==> src/design/ucep_pkg.sv <==
// Shared types, codes and helpers for the endpoint-zero control sequencer.
`default_nettype none

package ucep_pkg;

  localparam logic [6:0] PACKET_SIZE = 7'd64;

  typedef enum logic [2:0] {
    OP_SEND      = 3'd0,
    OP_RECEIVE   = 3'd1,
    OP_ACK       = 3'd2,
    OP_ERROR     = 3'd3,
    OP_IN_DONE   = 3'd4,
    OP_OUT_DONE  = 3'd5,
    OP_ENUM_DONE = 3'd6
  } op_t;

  typedef enum logic [2:0] {
    ST_WAIT_SETUP = 3'd0,
    ST_IN_DATA    = 3'd1,
    ST_OUT_DATA   = 3'd2,
    ST_LAST_IN    = 3'd3,
    ST_STATUS_IN  = 3'd4,
    ST_STATUS_OUT = 3'd5
  } stage_t;

  typedef struct packed {
    logic [2:0]  opcode;
    logic [15:0] data_length;
    logic [15:0] host_length;
    logic [6:0]  received_count;
  } cmd_t;

  typedef struct packed {
    logic        arm_setup;
    logic        arm_in;
    logic        arm_out;
    logic        stall_both;
    logic [6:0]  packet_length;
    logic [15:0] packet_offset;
    logic [2:0]  new_stage;
  } result_t;

  function automatic logic [6:0] min_pkt(input logic [15:0] n);
    return (n < {9'd0, PACKET_SIZE}) ? n[6:0] : PACKET_SIZE;
  endfunction

endpackage

`default_nettype wire

==> src/design/ucep_core.sv <==
// Stage, length and offset registers with the per-item next-state and action logic.
`default_nettype none

module ucep_core (
  input  wire logic             clk,
  input  wire logic             rst,
  input  wire logic             fire,
  input  wire ucep_pkg::cmd_t   item,
  output ucep_pkg::result_t     result
);

  ucep_pkg::stage_t stage, stage_next;
  logic [15:0]      remaining, remaining_next;
  logic [15:0]      offset, offset_next;
  logic             zlp_pending, zlp_pending_next;

  logic [15:0] clip_len;
  logic [6:0]  first_len;
  logic [6:0]  rem_len;
  logic [15:0] rx_count;
  logic [15:0] rx_left;
  logic [15:0] rx_offset;
  logic        in_stage;

  assign clip_len  = (item.data_length > item.host_length) ? item.host_length : item.data_length;
  assign first_len = ucep_pkg::min_pkt(clip_len);
  assign rem_len   = ucep_pkg::min_pkt(remaining);
  assign rx_count  = {9'd0, item.received_count};
  assign rx_left   = (rx_count > remaining) ? 16'd0 : remaining - rx_count;
  assign rx_offset = offset + rx_count;
  assign in_stage  = (stage == ucep_pkg::ST_IN_DATA) || (stage == ucep_pkg::ST_LAST_IN);

  always_comb begin
    stage_next       = stage;
    remaining_next   = remaining;
    offset_next      = offset;
    zlp_pending_next = zlp_pending;
    case (item.opcode)
      ucep_pkg::OP_SEND: begin
        zlp_pending_next = (clip_len != 16'd0) &&
                           ((clip_len & ({9'd0, ucep_pkg::PACKET_SIZE} - 16'd1)) == 16'd0);
        stage_next       = (clip_len < {9'd0, ucep_pkg::PACKET_SIZE}) ?
                           ucep_pkg::ST_LAST_IN : ucep_pkg::ST_IN_DATA;
        remaining_next   = clip_len - {9'd0, first_len};
        offset_next      = {9'd0, first_len};
      end
      ucep_pkg::OP_RECEIVE: begin
        remaining_next = item.data_length;
        offset_next    = 16'd0;
        stage_next     = ucep_pkg::ST_OUT_DATA;
      end
      ucep_pkg::OP_ACK: begin
        stage_next = ucep_pkg::ST_STATUS_IN;
      end
      ucep_pkg::OP_ERROR: begin
        stage_next = ucep_pkg::ST_WAIT_SETUP;
      end
      ucep_pkg::OP_IN_DONE: begin
        if (in_stage) begin
          if ((remaining == 16'd0) && (stage == ucep_pkg::ST_LAST_IN)) begin
            if (zlp_pending) begin
              zlp_pending_next = 1'b0;
            end else begin
              stage_next = ucep_pkg::ST_STATUS_OUT;
            end
          end else begin
            stage_next     = (remaining <= {9'd0, ucep_pkg::PACKET_SIZE}) ?
                             ucep_pkg::ST_LAST_IN : ucep_pkg::ST_IN_DATA;
            remaining_next = remaining - {9'd0, rem_len};
            offset_next    = offset + {9'd0, rem_len};
          end
        end else begin
          stage_next = ucep_pkg::ST_WAIT_SETUP;
        end
      end
      ucep_pkg::OP_OUT_DONE: begin
        case (stage)
          ucep_pkg::ST_WAIT_SETUP: begin
            stage_next = ucep_pkg::ST_WAIT_SETUP;
          end
          ucep_pkg::ST_OUT_DATA: begin
            remaining_next = rx_left;
            offset_next    = rx_offset;
            stage_next     = (rx_left == 16'd0) ? ucep_pkg::ST_STATUS_IN : ucep_pkg::ST_OUT_DATA;
          end
          default: begin
            stage_next = ucep_pkg::ST_WAIT_SETUP;
          end
        endcase
      end
      ucep_pkg::OP_ENUM_DONE: begin
        stage_next = ucep_pkg::ST_WAIT_SETUP;
      end
      default: begin
        stage_next = stage;
      end
    endcase
  end

  always_comb begin
    result               = '0;
    result.new_stage     = stage_next;
    case (item.opcode)
      ucep_pkg::OP_SEND: begin
        result.arm_in        = 1'b1;
        result.packet_length = first_len;
      end
      ucep_pkg::OP_RECEIVE: begin
        result.arm_out       = 1'b1;
        result.packet_length = ucep_pkg::min_pkt(item.data_length);
      end
      ucep_pkg::OP_ACK: begin
        result.arm_setup = 1'b1;
        result.arm_in    = 1'b1;
      end
      ucep_pkg::OP_ERROR: begin
        result.arm_setup  = 1'b1;
        result.stall_both = 1'b1;
      end
      ucep_pkg::OP_IN_DONE: begin
        if (in_stage) begin
          if ((remaining == 16'd0) && (stage == ucep_pkg::ST_LAST_IN)) begin
            if (zlp_pending) begin
              result.arm_setup = 1'b1;
              result.arm_in    = 1'b1;
            end else begin
              result.arm_out = 1'b1;
            end
          end else begin
            result.arm_setup     = 1'b1;
            result.arm_in        = 1'b1;
            result.packet_length = rem_len;
            result.packet_offset = offset;
          end
        end else if (stage == ucep_pkg::ST_STATUS_IN) begin
          result.arm_setup = 1'b1;
        end else begin
          result.arm_setup  = 1'b1;
          result.stall_both = 1'b1;
        end
      end
      ucep_pkg::OP_OUT_DONE: begin
        case (stage)
          ucep_pkg::ST_WAIT_SETUP, ucep_pkg::ST_STATUS_IN: begin
            result.arm_setup = 1'b0;
          end
          ucep_pkg::ST_OUT_DATA: begin
            if (rx_left == 16'd0) begin
              result.arm_setup = 1'b1;
              result.arm_in    = 1'b1;
            end else begin
              result.arm_out       = 1'b1;
              result.packet_length = ucep_pkg::min_pkt(rx_left);
              result.packet_offset = rx_offset;
            end
          end
          ucep_pkg::ST_STATUS_OUT: begin
            result.arm_setup = 1'b1;
          end
          default: begin
            result.arm_setup  = 1'b1;
            result.stall_both = 1'b1;
          end
        endcase
      end
      ucep_pkg::OP_ENUM_DONE: begin
        result.arm_setup = 1'b1;
      end
      default: begin
        result.arm_setup = 1'b0;
      end
    endcase
  end

  always_ff @(posedge clk) begin
    if (rst) begin
      stage       <= ucep_pkg::ST_WAIT_SETUP;
      remaining   <= 16'd0;
      offset      <= 16'd0;
      zlp_pending <= 1'b0;
    end else if (fire) begin
      stage       <= stage_next;
      remaining   <= remaining_next;
      offset      <= offset_next;
      zlp_pending <= zlp_pending_next;
    end
  end

endmodule

`default_nettype wire

==> src/design/ucep_out_reg.sv <==
// Result register with valid/stall handshake toward the consumer.
`default_nettype none

module ucep_out_reg (
  input  wire logic               clk,
  input  wire logic               rst,
  input  wire logic               load,
  input  wire ucep_pkg::result_t  data,
  input  wire logic               result_stall,
  output logic                    result_valid,
  output ucep_pkg::result_t       result
);

  logic result_valid_next;

  assign result_valid_next = load | (result_valid & result_stall);

  always_ff @(posedge clk) begin
    if (rst) begin
      result_valid <= 1'b0;
    end else begin
      result_valid <= result_valid_next;
    end
  end

  always_ff @(posedge clk) begin
    if (load) begin
      result <= data;
    end
  end

endmodule

`default_nettype wire

==> src/design/usb_control_endpoint_sequencer.sv <==
// Top level of the endpoint-zero control transfer sequencer.
//
//   channel  | direction | payload            | handshake
//   ---------+-----------+--------------------+---------------------------
//   cmd      | in        | ucep_pkg::cmd_t    | cmd_valid / cmd_stall
//   result   | out       | ucep_pkg::result_t | result_valid / result_stall
//
// An item passes the command register, then the result register; one item
// per cycle is sustained unless the result stalls, set by the single-pass
// stage/length/offset update. Reset clears stage, lengths and both valids.
// A stalled result holds the result register; a second item may wait in the
// command register, and cmd_stall rises only when both registers are full.
`default_nettype none

module usb_control_endpoint_sequencer (
  input  wire logic               clk,
  input  wire logic               rst,
  input  wire ucep_pkg::cmd_t     cmd,
  input  wire logic               cmd_valid,
  output logic                    cmd_stall,
  output ucep_pkg::result_t       result,
  output logic                    result_valid,
  input  wire logic               result_stall
);

  ucep_pkg::cmd_t    cmd_q;
  logic              cmd_q_valid, cmd_q_valid_next;
  logic              advance;
  logic              take;
  ucep_pkg::result_t core_result;

  assign advance          = cmd_q_valid & (~result_valid | ~result_stall);
  assign cmd_stall        = cmd_q_valid & ~advance;
  assign take             = cmd_valid & ~cmd_stall;
  assign cmd_q_valid_next = take | (cmd_q_valid & ~advance);

  always_ff @(posedge clk) begin
    if (rst) begin
      cmd_q_valid <= 1'b0;
    end else begin
      cmd_q_valid <= cmd_q_valid_next;
    end
  end

  always_ff @(posedge clk) begin
    if (take) begin
      cmd_q <= cmd;
    end
  end

  ucep_core u_core (
    .clk    (clk),
    .rst    (rst),
    .fire   (advance),
    .item   (cmd_q),
    .result (core_result)
  );

  ucep_out_reg u_out (
    .clk          (clk),
    .rst          (rst),
    .load         (advance),
    .data         (core_result),
    .result_stall (result_stall),
    .result_valid (result_valid),
    .result       (result)
  );

endmodule

`default_nettype wire

==> config.mk <==
export PLATFORM = sky130hd
export DESIGN_NAME = usb_control_endpoint_sequencer
export DESIGN_NICKNAME = d
export VERILOG_FILES = /design/src/design/ucep_pkg.sv /design/src/design/ucep_core.sv /design/src/design/ucep_out_reg.sv /design/src/design/usb_control_endpoint_sequencer.sv
export SDC_FILE = /design/constraint.sdc
export NUM_CORES = 1
export LEC_CHECK = 0
export ABC_AREA = 1
export ABC_CLOCK_PERIOD_IN_PS = 3600
export BUFFER_PORTS_ARGS = -buffer_cell sky130_fd_sc_hd__buf_2
export CAP_MARGIN = 20
export CORE_ASPECT_RATIO = 1.2
export CORE_MARGIN = 5
export CORE_UTILIZATION = 51
export DETAILED_ROUTE_END_ITERATION = 7
export PLACE_DENSITY = 0.77
export SYNTH_ARGS = -nofsm -noshare
export SYNTH_HDL_FRONTEND = slang
export SYNTH_SLANG_ARGS = --single-unit
==> constraint.sdc <==
create_clock -name clk -period 3.6 [get_ports clk]
set_input_delay 0.18 -clock clk [delete_from_list [all_inputs] [get_ports clk]]
set_output_delay 0.18 -clock clk [all_outputs]
set_load 0.02 [all_outputs]
## After elaboration in Yosys (flattened, before gate mapping)

Cells that the tools add are included.

- Register bits after elaboration: 110

- Add/sub/neg operators: 5
- Order comparisons: 7
- Eq/ne operators: 15
- Muxes and demuxes: 48
- Bitwise logic cells: 11
- Reductions and logical operators: 18

Operators with widths:

| cell | number |
|---|---|
| $mux W16 | 8 |
| $pmux W16 S4 | 2 |
| $mux W23 | 4 |
| $lt A16 B7 Y1 const B | 4 |
| $logic_not A16 Y1 | 3 |
| $sub A16 B7 Y16 | 3 |
| $add A16 B7 Y16 | 2 |
| $pmux W16 S2 | 1 |
| $mux W7 | 4 |
| $pmux W7 S4 | 1 |
| $pmux W3 S6 | 1 |
| $gt A16 B16 Y1 | 1 |
| $gt A7 B16 Y1 | 1 |
| $le A16 B7 Y1 const B | 1 |
| $reduce_bool A16 Y1 | 1 |
| $eq A3 B3 Y1 const B | 5 |
| $mux W3 | 5 |
| $mux W2 | 7 |
| $eq A3 B2 Y1 const B | 4 |
| $pmux W1 S3 | 4 |
| $mux W1 | 9 |
| $eq A3 B1 Y1 const B | 2 |
| $logic_not A3 Y1 | 2 |
| $ne A2 B1 Y1 const B | 3 |
| other kinds (14) | 26 |

## Longest topological paths before layout

Gate-level depths: netlist of run 1.

- Depth in word-level cells: 8
- Gate-level depth with buffers: 27

## By module

From an unflattened synthesis of run 1, not the netlist that was laid out.

- Cell total of the unflattened synthesis: 1,031
- Area total of the unflattened synthesis: 7,723.7 µm²

Modules (own cells, without submodules):

| module | times used | cells an instance | area an instance (µm²) | seq. area each (µm²) |
|---|---|---|---|---|
| ucep_core | 1 | 947 | 5,464.0 | 720.7 |
| usb_control_endpoint_sequencer | 1 | 50 | 1,322.5 | 1,281.2 |
| ucep_out_reg | 1 | 34 | 937.1 | 920.9 |

## Least setup slack after synthesis of run 1

Ideal clock, no wire load.

- Path type: flip-flop to flip-flop
- Start: register u_core.remaining[12]
- End: register u_core.offset[14]
- Setup time: 0.132 ns
- Data arrival time: 3.112 ns
- Required time: 3.468 ns
- Slack: 0.355 ns
- Cell stages (with the launch flop): 27
- Period minus slack after synthesis: 3.245 ns
- Path through: dfxtp_1 -> buf_6 -> nor2_2 -> nand2_2 -> nor2_4 -> nand2_2 -> nor2_8 -> inv_4 -> clkbuf_1 -> nor2_1 -> ha_1 -> inv_1 -> fa_1 -> inv_1 -> a31oi_1 -> nor2_1 -> nor2_1 -> o21bai_1 -> nand2_1 -> nand2_1 -> nand2_1 -> nor2_1 -> nand2_1 -> o211ai_1 -> nand2_1 -> nand2_1 -> a21oi_1

- Word-level cells in the longest chain between the ends: 6
- Elaborated cells between the ends (all ways): 10
- Those cells by class: 1 x add/sub; 1 x order compare; 1 x eq/ne; 4 x mux; 3 x reduce/logical

RTL lines:

| what | RTL line | source |
|---|---|---|
| start: declaration | ucep_core.sv:13 | `logic [15:0] remaining, remaining_next;` |
| start signal: assignment | ucep_core.sv:183 | `remaining <= remaining_next;` |
| $lt A16 B7 Y1 | ucep_pkg.sv:45 | `return (n < {9'd0, PACKET_SIZE}) ? n[6:0] : PACKET_SIZE;` |
| $mux W7 | ucep_pkg.sv:45 |  |
| $add A16 B7 Y16 | ucep_core.sv:70 | `offset_next = offset + {9'd0, rem_len};` |
| $mux W16 | ucep_core.sv:60 | `if ((remaining == 16'd0) && (stage == ucep_pkg::ST_LAST_IN)) begin` |
| $mux W16 | ucep_core.sv:59 | `if (in_stage) begin` |
| $pmux W16 S4 | ucep_core.sv:38 | `case (item.opcode)` |
| end signal: assignment | ucep_core.sv:184 | `offset <= offset_next;` |
| end: declaration | ucep_core.sv:14 | `logic [15:0] offset, offset_next;` |

Parallel ways exist; a longest one is shown, timed or not. The select of a mux whose other input is x is not followed.
A chain may end at the register's enable or synchronous reset.

## Worst setup path in the final report of run 1

- Start: register u_core.remaining[11]
- End: register u_core.offset[14]

Same word-level chain as after synthesis.

==> impl_metrics.yaml, run 1 <==
layout:
  drive_above_1_share_pct: 14.0
  insertedDiodeCount: 0
  fin_nets: 1225
  stdcell_count: 1318
  fillers: 1298
  syn2layout_area_growth_pct: 18.8
  final_util_pct: 61.8
cts:
  clkSinkCount: 110
  path_clk_slew_ns: 0.08
  insertion_delay_ns: 0.37
  cts_tree: "done"
  htree_levels: 3
  cts-root-buf: "clkbuf_16"
  cts_buffer_depth: 2
  numCtsBuffers: 9
setup_path:
  crit_path_end_kind: "flop"
  max_stage_delay_ns: 0.39
  cp-start-kind: "flop"
  crit_arrival_ns: 3.53
  crit_start: "u_core.remaining[11]"
  worstReg2RegStart: "u_core.remaining[11]"
  r2r_end: "u_core.offset[14]"
  crit_path_max_fanout: 13
  reg2reg_slack_ns: 0.29
  crit_required_ns: 3.82
  reg2regPathDepth: 24
  critPathKind: "reg -> reg"
  crit_path_top_delay_cell: "fa_1"
  crit_top_cell: "nand2_1"
  worstPathCellList: "nor2_2 > nand2_1 > nor2_4 > nand2_2 > nor2_8 > inv_4 > nor2_1 > ha_1 > inv_1 > fa_1 > inv_1 > a31oi_1 > nor2_1 > nor2_1 > o21bai_1 > nand2_1 > nand2_1 > nand2_1 > nor2_2 > nand2_1 > o211ai_1 > nand2_1 > nand2_1 > a21oi_1"
yosys:
  synth_edf_count: 72
  ys_ff_latch: 110
  synth_area_sq_mm: 0.00750
  syn_nets: 1103
  synth_top_cell_area_share_pct: 28.8
  synth.distinct_cells: 45
  ys_seq_area_share_pct: 39.0
  yosys_warnings: 0
  netlist_top_cells_area: "edfxtp_1 (29%), nand2_1 (11%), dfxtp_1 (10%)"
  synthTopCellsByCount: "nand2_1 (220), inv_1 (147), nor2_1 (97), nand3_1 (84), edfxtp_1 (72)"
  yosys_most_used_dff: "edfxtp_1"
  yosys.area.top_type: "edfxtp_1"
  avgSynthCellArea_sq_um: 7.38
  synthCells: 1016
  ys_async_sr_fraction_pct: 0
  synth.most_common_cell: "nand2_1"
global_route:
  antenna_found_initial: 0
  grt_usage_pct: 24.9
  grt_max_degree: 43
  first_global_vias: 7193
  grt_pass1_wl_um: 33900
  grt.overflow.total: 0
floorplanning:
  core_area_sq_mm: 0.0144
  start_util_pct: 52.0
  die_h_um: 143
  dieArea_sq_mm: 0.0172
  dieWidth_um: 121
  row_count: 48
  io_pins: 78
power_and_ir_drop:
  p_sw_uw: 1010
  clock_power_share_pct: 31.9
  power_leakage_uw: 0.00392
  irDropWorstVdd_mv: 0.253
  internal-power_uw: 2220
  p_per_area_mw_per_mm2: 363
  p_seq_share_pct: 44.8
  combPwrFrac_pct: 23.3
  swShare_pct: 31.2
place:
  io_buffer_count: 77
  dp_hpwl_um: 15600
  gp_congestion: 1.01
  dp_cells: 1257
min_path:
  hold_end: "cmd_q[0]"
  hp-class: "in -> reg"
  hold_start: "cmd[0]"
  min_path_cells: 1
route:
  ant_nets: 0
  viasPerCell: 5.69
  drt_wl_total_um: 21600
  drt-initial-drc-count: 785
  drt_first_pass_iters: 6
  post_drt_wl_per_cell_um: 16.4
  vias: 7499
  remaining_drc_errors: 0
status:
  status: "complete, no violations"
sta:
  worstMarginPinSlew_ns: 0.913
  skew_ns: 0.0155
  holdWs_ns: 0.0101
  drv_slew: 0
  fin_crit_sh_pct: 92.1
  clock.fmax_mhz: 302
  setup_viol_count_final: 0
  hold_viol_final: 0
  relSlewSlack_pct: 38.9
  fin_crit_ns: 3.31
run:
  cap_violations: 0
cell families (layout without fill, tap and decap cells):
family | count (synthesis) | in the layout | share of synthesized area (%)
simple gates | 453 | 453 | 26.0
compound gates | 218 | 218 | 17.3
buf+inv | 188 | 315 | 9.96
flops | 110 | 110 | 39.0
fa+ha+maj | 41 | 41 | 7.14
xor+xnor | 5 | 5 | 0.584
other cells | 1 | 1 | 0.0500
cell usage in the layout, fill, tap and decap left out, drive strengths merged, types with 12 or more instances in the layout:
cell type    count
a22oi           13
nor2           107
edfxtp          72
nand3           84
nand2          227
dlygate4sd3     41
buf            104
a21oi           68
ha              38
inv            156
o211ai          12
nor3            12
o21ai           77
nand4           13
dfxtp           38
o22ai           12
worst max-delay path, delay by kind of cell (launching register included):
family / cells / cell delay (ns)
adder cells (fa/ha/maj): 2 / 0.56
buffers and inverters: 3 / 0.21
AND/OR/NAND/NOR: 15 / 1.57
AO/OA/AOI/OAI: 4 / 0.50
flip-flops: 1 / 0.35
power by group through the flow:
stage / sequential (uW) / clock [uW] / combinational, uW
6_report: 1450 / 1030 / 753
5_1_grt: 1450 / 1110 / 832
4_1_cts: 1440 / 1050 / 723
3_5_place_dp: 1470 / 0 / 684
3_3_place_gp: 1470 / 0 / 675
2_1_floorplan: 1480 / 0 / 479
through the flow:
step	power, uW	TNS (ns)	cell area [sq um]	worst slack (ns)
detailed placement	2160	0	8120	0.216
global placement	2150	0	8120	0.263
floorplan	1960	0	7500	0.355
CTS	3220	0	8830	0.197
global route	3400	-0.0182	8910	-0.0178
finish	3230	0	8910	0.286
layout make-up:
type                    instances  area, sq um  area share, %
flip-flops and latches        110         2930           32.9
well taps                     175          219           2.46
clock inverters                 7         80.1          0.899
clock buffers                   9          225           2.53
multi-input cells             718         3840           43.2
inverters                     154          581           6.52
repair buffers                145         1030           11.6
worst max path at each step:
stage | endpoint | slack (ns) | cells after the start
3_3_place_gp | u_core.offset[14] | 0.26 | 24
2_1_floorplan | u_core.offset[14] | 0.36 | 26
4_1_cts | u_core.offset[14] | 0.20 | 24
3_5_place_dp | u_core.offset[14] | 0.22 | 24
5_1_grt | u_core.offset[14] | -0.02 | 24
6_report | u_core.offset[14] | 0.29 | 24
metal layers:
metal | global-route usage [%] | part of all wire, % | up-vias
li1 | - | - | 3680
met1 | 28.2 | 39 | 3405
met2 | 44.5 | 50 | 337
met3 | 4.04 | 6.5 | 77
met4 | 14.1 | 4.6 | 0
met5 | 0 | 0 | -
state kept, by name, summed over array words and instances, names as in the netlist:
name / count
u_core.stage: 3
cmd_q: 42
u_out.result_valid: 1
cmd_q_valid: 1
u_out.result: 30
u_core.remaining: 16
u_core.zlp_pending: 1
u_core.offset: 16
repair_timing:
item | in CTS | in global routing
setup buffers | 0 | 3
endpoints found under the hold margin | 41 | 0
hold buffers | 41 | 0
setup endpoints to repair | 0 | 7
resized for setup | 0 | 10
No activity file was read; power rests on OpenSTA's default activity.
==> run 2: changes to the inputs <==
HOLD_SLACK_MARGIN = 0.08   (was unset)
==> impl_metrics.yaml, run 2 (synthesized netlist as in run 1, its figures left out) <==
layout:
  stdcell_count: 1320
  layout_common_cells: "nand2_1 (220), inv_1 (146), nor2_1 (92), nand3_1 (84), buf_2 (77)"
  final_util_pct: 61.9
  top_regs: "cmd_q x42, u_out.result x30"
  regMostFlops: "cmd_q"
  syn2layout_area_growth_pct: 19.1
  insertedDiodeCount: 0
  largest_reg_flops: 42
  fin_area_sq_mm: 0.00893
  final_common_cell: "nand2_1"
  drive_above_1_share_pct: 14.0
  fin_nets: 1227
sta:
  setup-tns-final_ns: 0
  drv_slew: 0
  fin_ws_ns: 0.286
  setup_viol_count_final: 0
  hold_viol_final: 0
  clock.fmax_mhz: 302
  fin_crit_ns: 3.31
  skew_ns: 0.0151
  relSlewSlack_pct: 38.7
  worstMarginPinSlew_ns: 0.915
  fin_crit_sh_pct: 92.1
route:
  viasPerCell: 5.69
  ant_nets: 0
  drt_wl_total_um: 21700
  remaining_drc_errors: 0
  vias: 7510
  drt_first_pass_iters: 6
  drt-initial-drc-count: 773
  post_drt_wl_per_cell_um: 16.4
run:
  cap_violations: 0
global_route:
  grt.overflow.total: 0
  antenna_found_initial: 0
  grt_pass1_wl_um: 33900
  grt_usage_pct: 24.9
  first_global_vias: 7197
  grt_max_degree: 43
setup_path:
  critPathKind: "reg -> reg"
  crit_path_max_fanout: 13
  worstReg2RegStart: "u_core.remaining[11]"
  r2r_end: "u_core.offset[14]"
  crit_arrival_ns: 3.54
  cp-start-kind: "flop"
  worstPathCellList: "nor2_2 > nand2_1 > nor2_4 > nand2_2 > nor2_8 > inv_4 > nor2_1 > ha_1 > inv_1 > fa_1 > inv_1 > a31oi_1 > nor2_1 > nor2_1 > o21bai_1 > nand2_1 > nand2_1 > nand2_1 > nor2_2 > nand2_1 > o211ai_1 > nand2_1 > nand2_1 > a21oi_1"
  reg2reg_slack_ns: 0.29
  max_stage_delay_ns: 0.39
  crit_path_top_delay_cell: "fa_1"
  crit_top_cell: "nand2_1"
  reg2regPathDepth: 24
  crit_path_end_kind: "flop"
  crit_required_ns: 3.82
  critical-path-top-delay-family: "simple AND/OR/NAND/NOR gates"
  critPathBufInv: 3
cts:
  htree_levels: 3
  path_clk_slew_ns: 0.08
  numCtsBuffers: 9
  cts_tree: "done"
  cts_buffer_depth: 2
  insertion_delay_ns: 0.37
  cts-root-buf: "clkbuf_16"
  clkSinkCount: 110
min_path:
  hp-class: "in -> reg"
  hold_start: "result_stall"
  min_path_cells: 3
  hold_end: "u_out.result_valid"
place:
  gp_congestion: 1.01
  io_buffer_count: 77
  dp_slack_ns: 0.216
  dp_cells: 1257
  dpl_cell_area_sq_mm: 0.00812
  dp_hpwl_um: 15600
floorplanning:
  core_area_sq_mm: 0.0144
  row_count: 48
  die_h_um: 143
  io_pins: 78
  start_util_pct: 52.0
  dieArea_sq_mm: 0.0172
  dieWidth_um: 121
power_and_ir_drop:
  p_per_area_mw_per_mm2: 362
  irDropWorstVdd_mv: 0.253
  power_leakage_uw: 0.00393
status:
  status: "complete, no violations"
==> run 2: repair_timing <==
| item | CTS | global route |
|---|---|---|
| endpoints found under the setup margin | 0 | 7 |
| hold endpoints to repair | 43 | 0 |
| resized for setup | 0 | 10 |
| hold buffers | 43 | 0 |
| buffers inserted | 0 | 3 |
==> run 2: metal layers <==
layer  share of wire [%]  track usage, %  routed length, um
met2                  50            44.5              10900
met3                 6.8            4.04               1480
met4                 4.8            14.1               1040
met5                   0               0                  0
met1                  38            28.2               8310
==> run 2: tightest hold or removal path: stages <==
cell     delay [ns]
buf_2          0.10
nand2_1        0.10
a21oi_1        0.08
==> run 2: cell type report <==
class	count	area [sq um]
sequential	110	2930
tap	175	219
inverter	154	581
timing repair buffer	147	1050
clock buffer	9	225
fill	1294	5490
multi-input combinational	718	3840
clock inverter	7	80.1
==> run 2: metrics by stage <==
stage / total power [uW] / hold slack, ns
CTS: 3220 / 0.135
global placement: 2150 / 0.356
finish: 3230 / 0.141
global route: 3400 / 0.162
detailed placement: 2160 / 0.358
floorplan: 1960 / 0.279
==> run 2: worst max-delay path by stage <==
stage,slack [ns],startpoint,depth (start not counted),end
floorplan,0.36,u_core.remaining[12],26,u_core.offset[14]
global placement,0.26,u_core.remaining[11],24,u_core.offset[14]
detailed placement,0.22,u_core.remaining[11],24,u_core.offset[14]
CTS,0.20,u_core.remaining[11],24,u_core.offset[14]
global route,-0.02,u_core.remaining[11],24,u_core.offset[14]
finish,0.29,u_core.remaining[11],24,u_core.offset[14]
==> run 2: power by group <==
group / switching (uW) / total (uW) / internal [uW]
Combinational: 487 / 755 / 268
Sequential: 40.2 / 1450 / 1410
Clock: 481 / 1030 / 549
Total: 1010 / 3230 / 2220
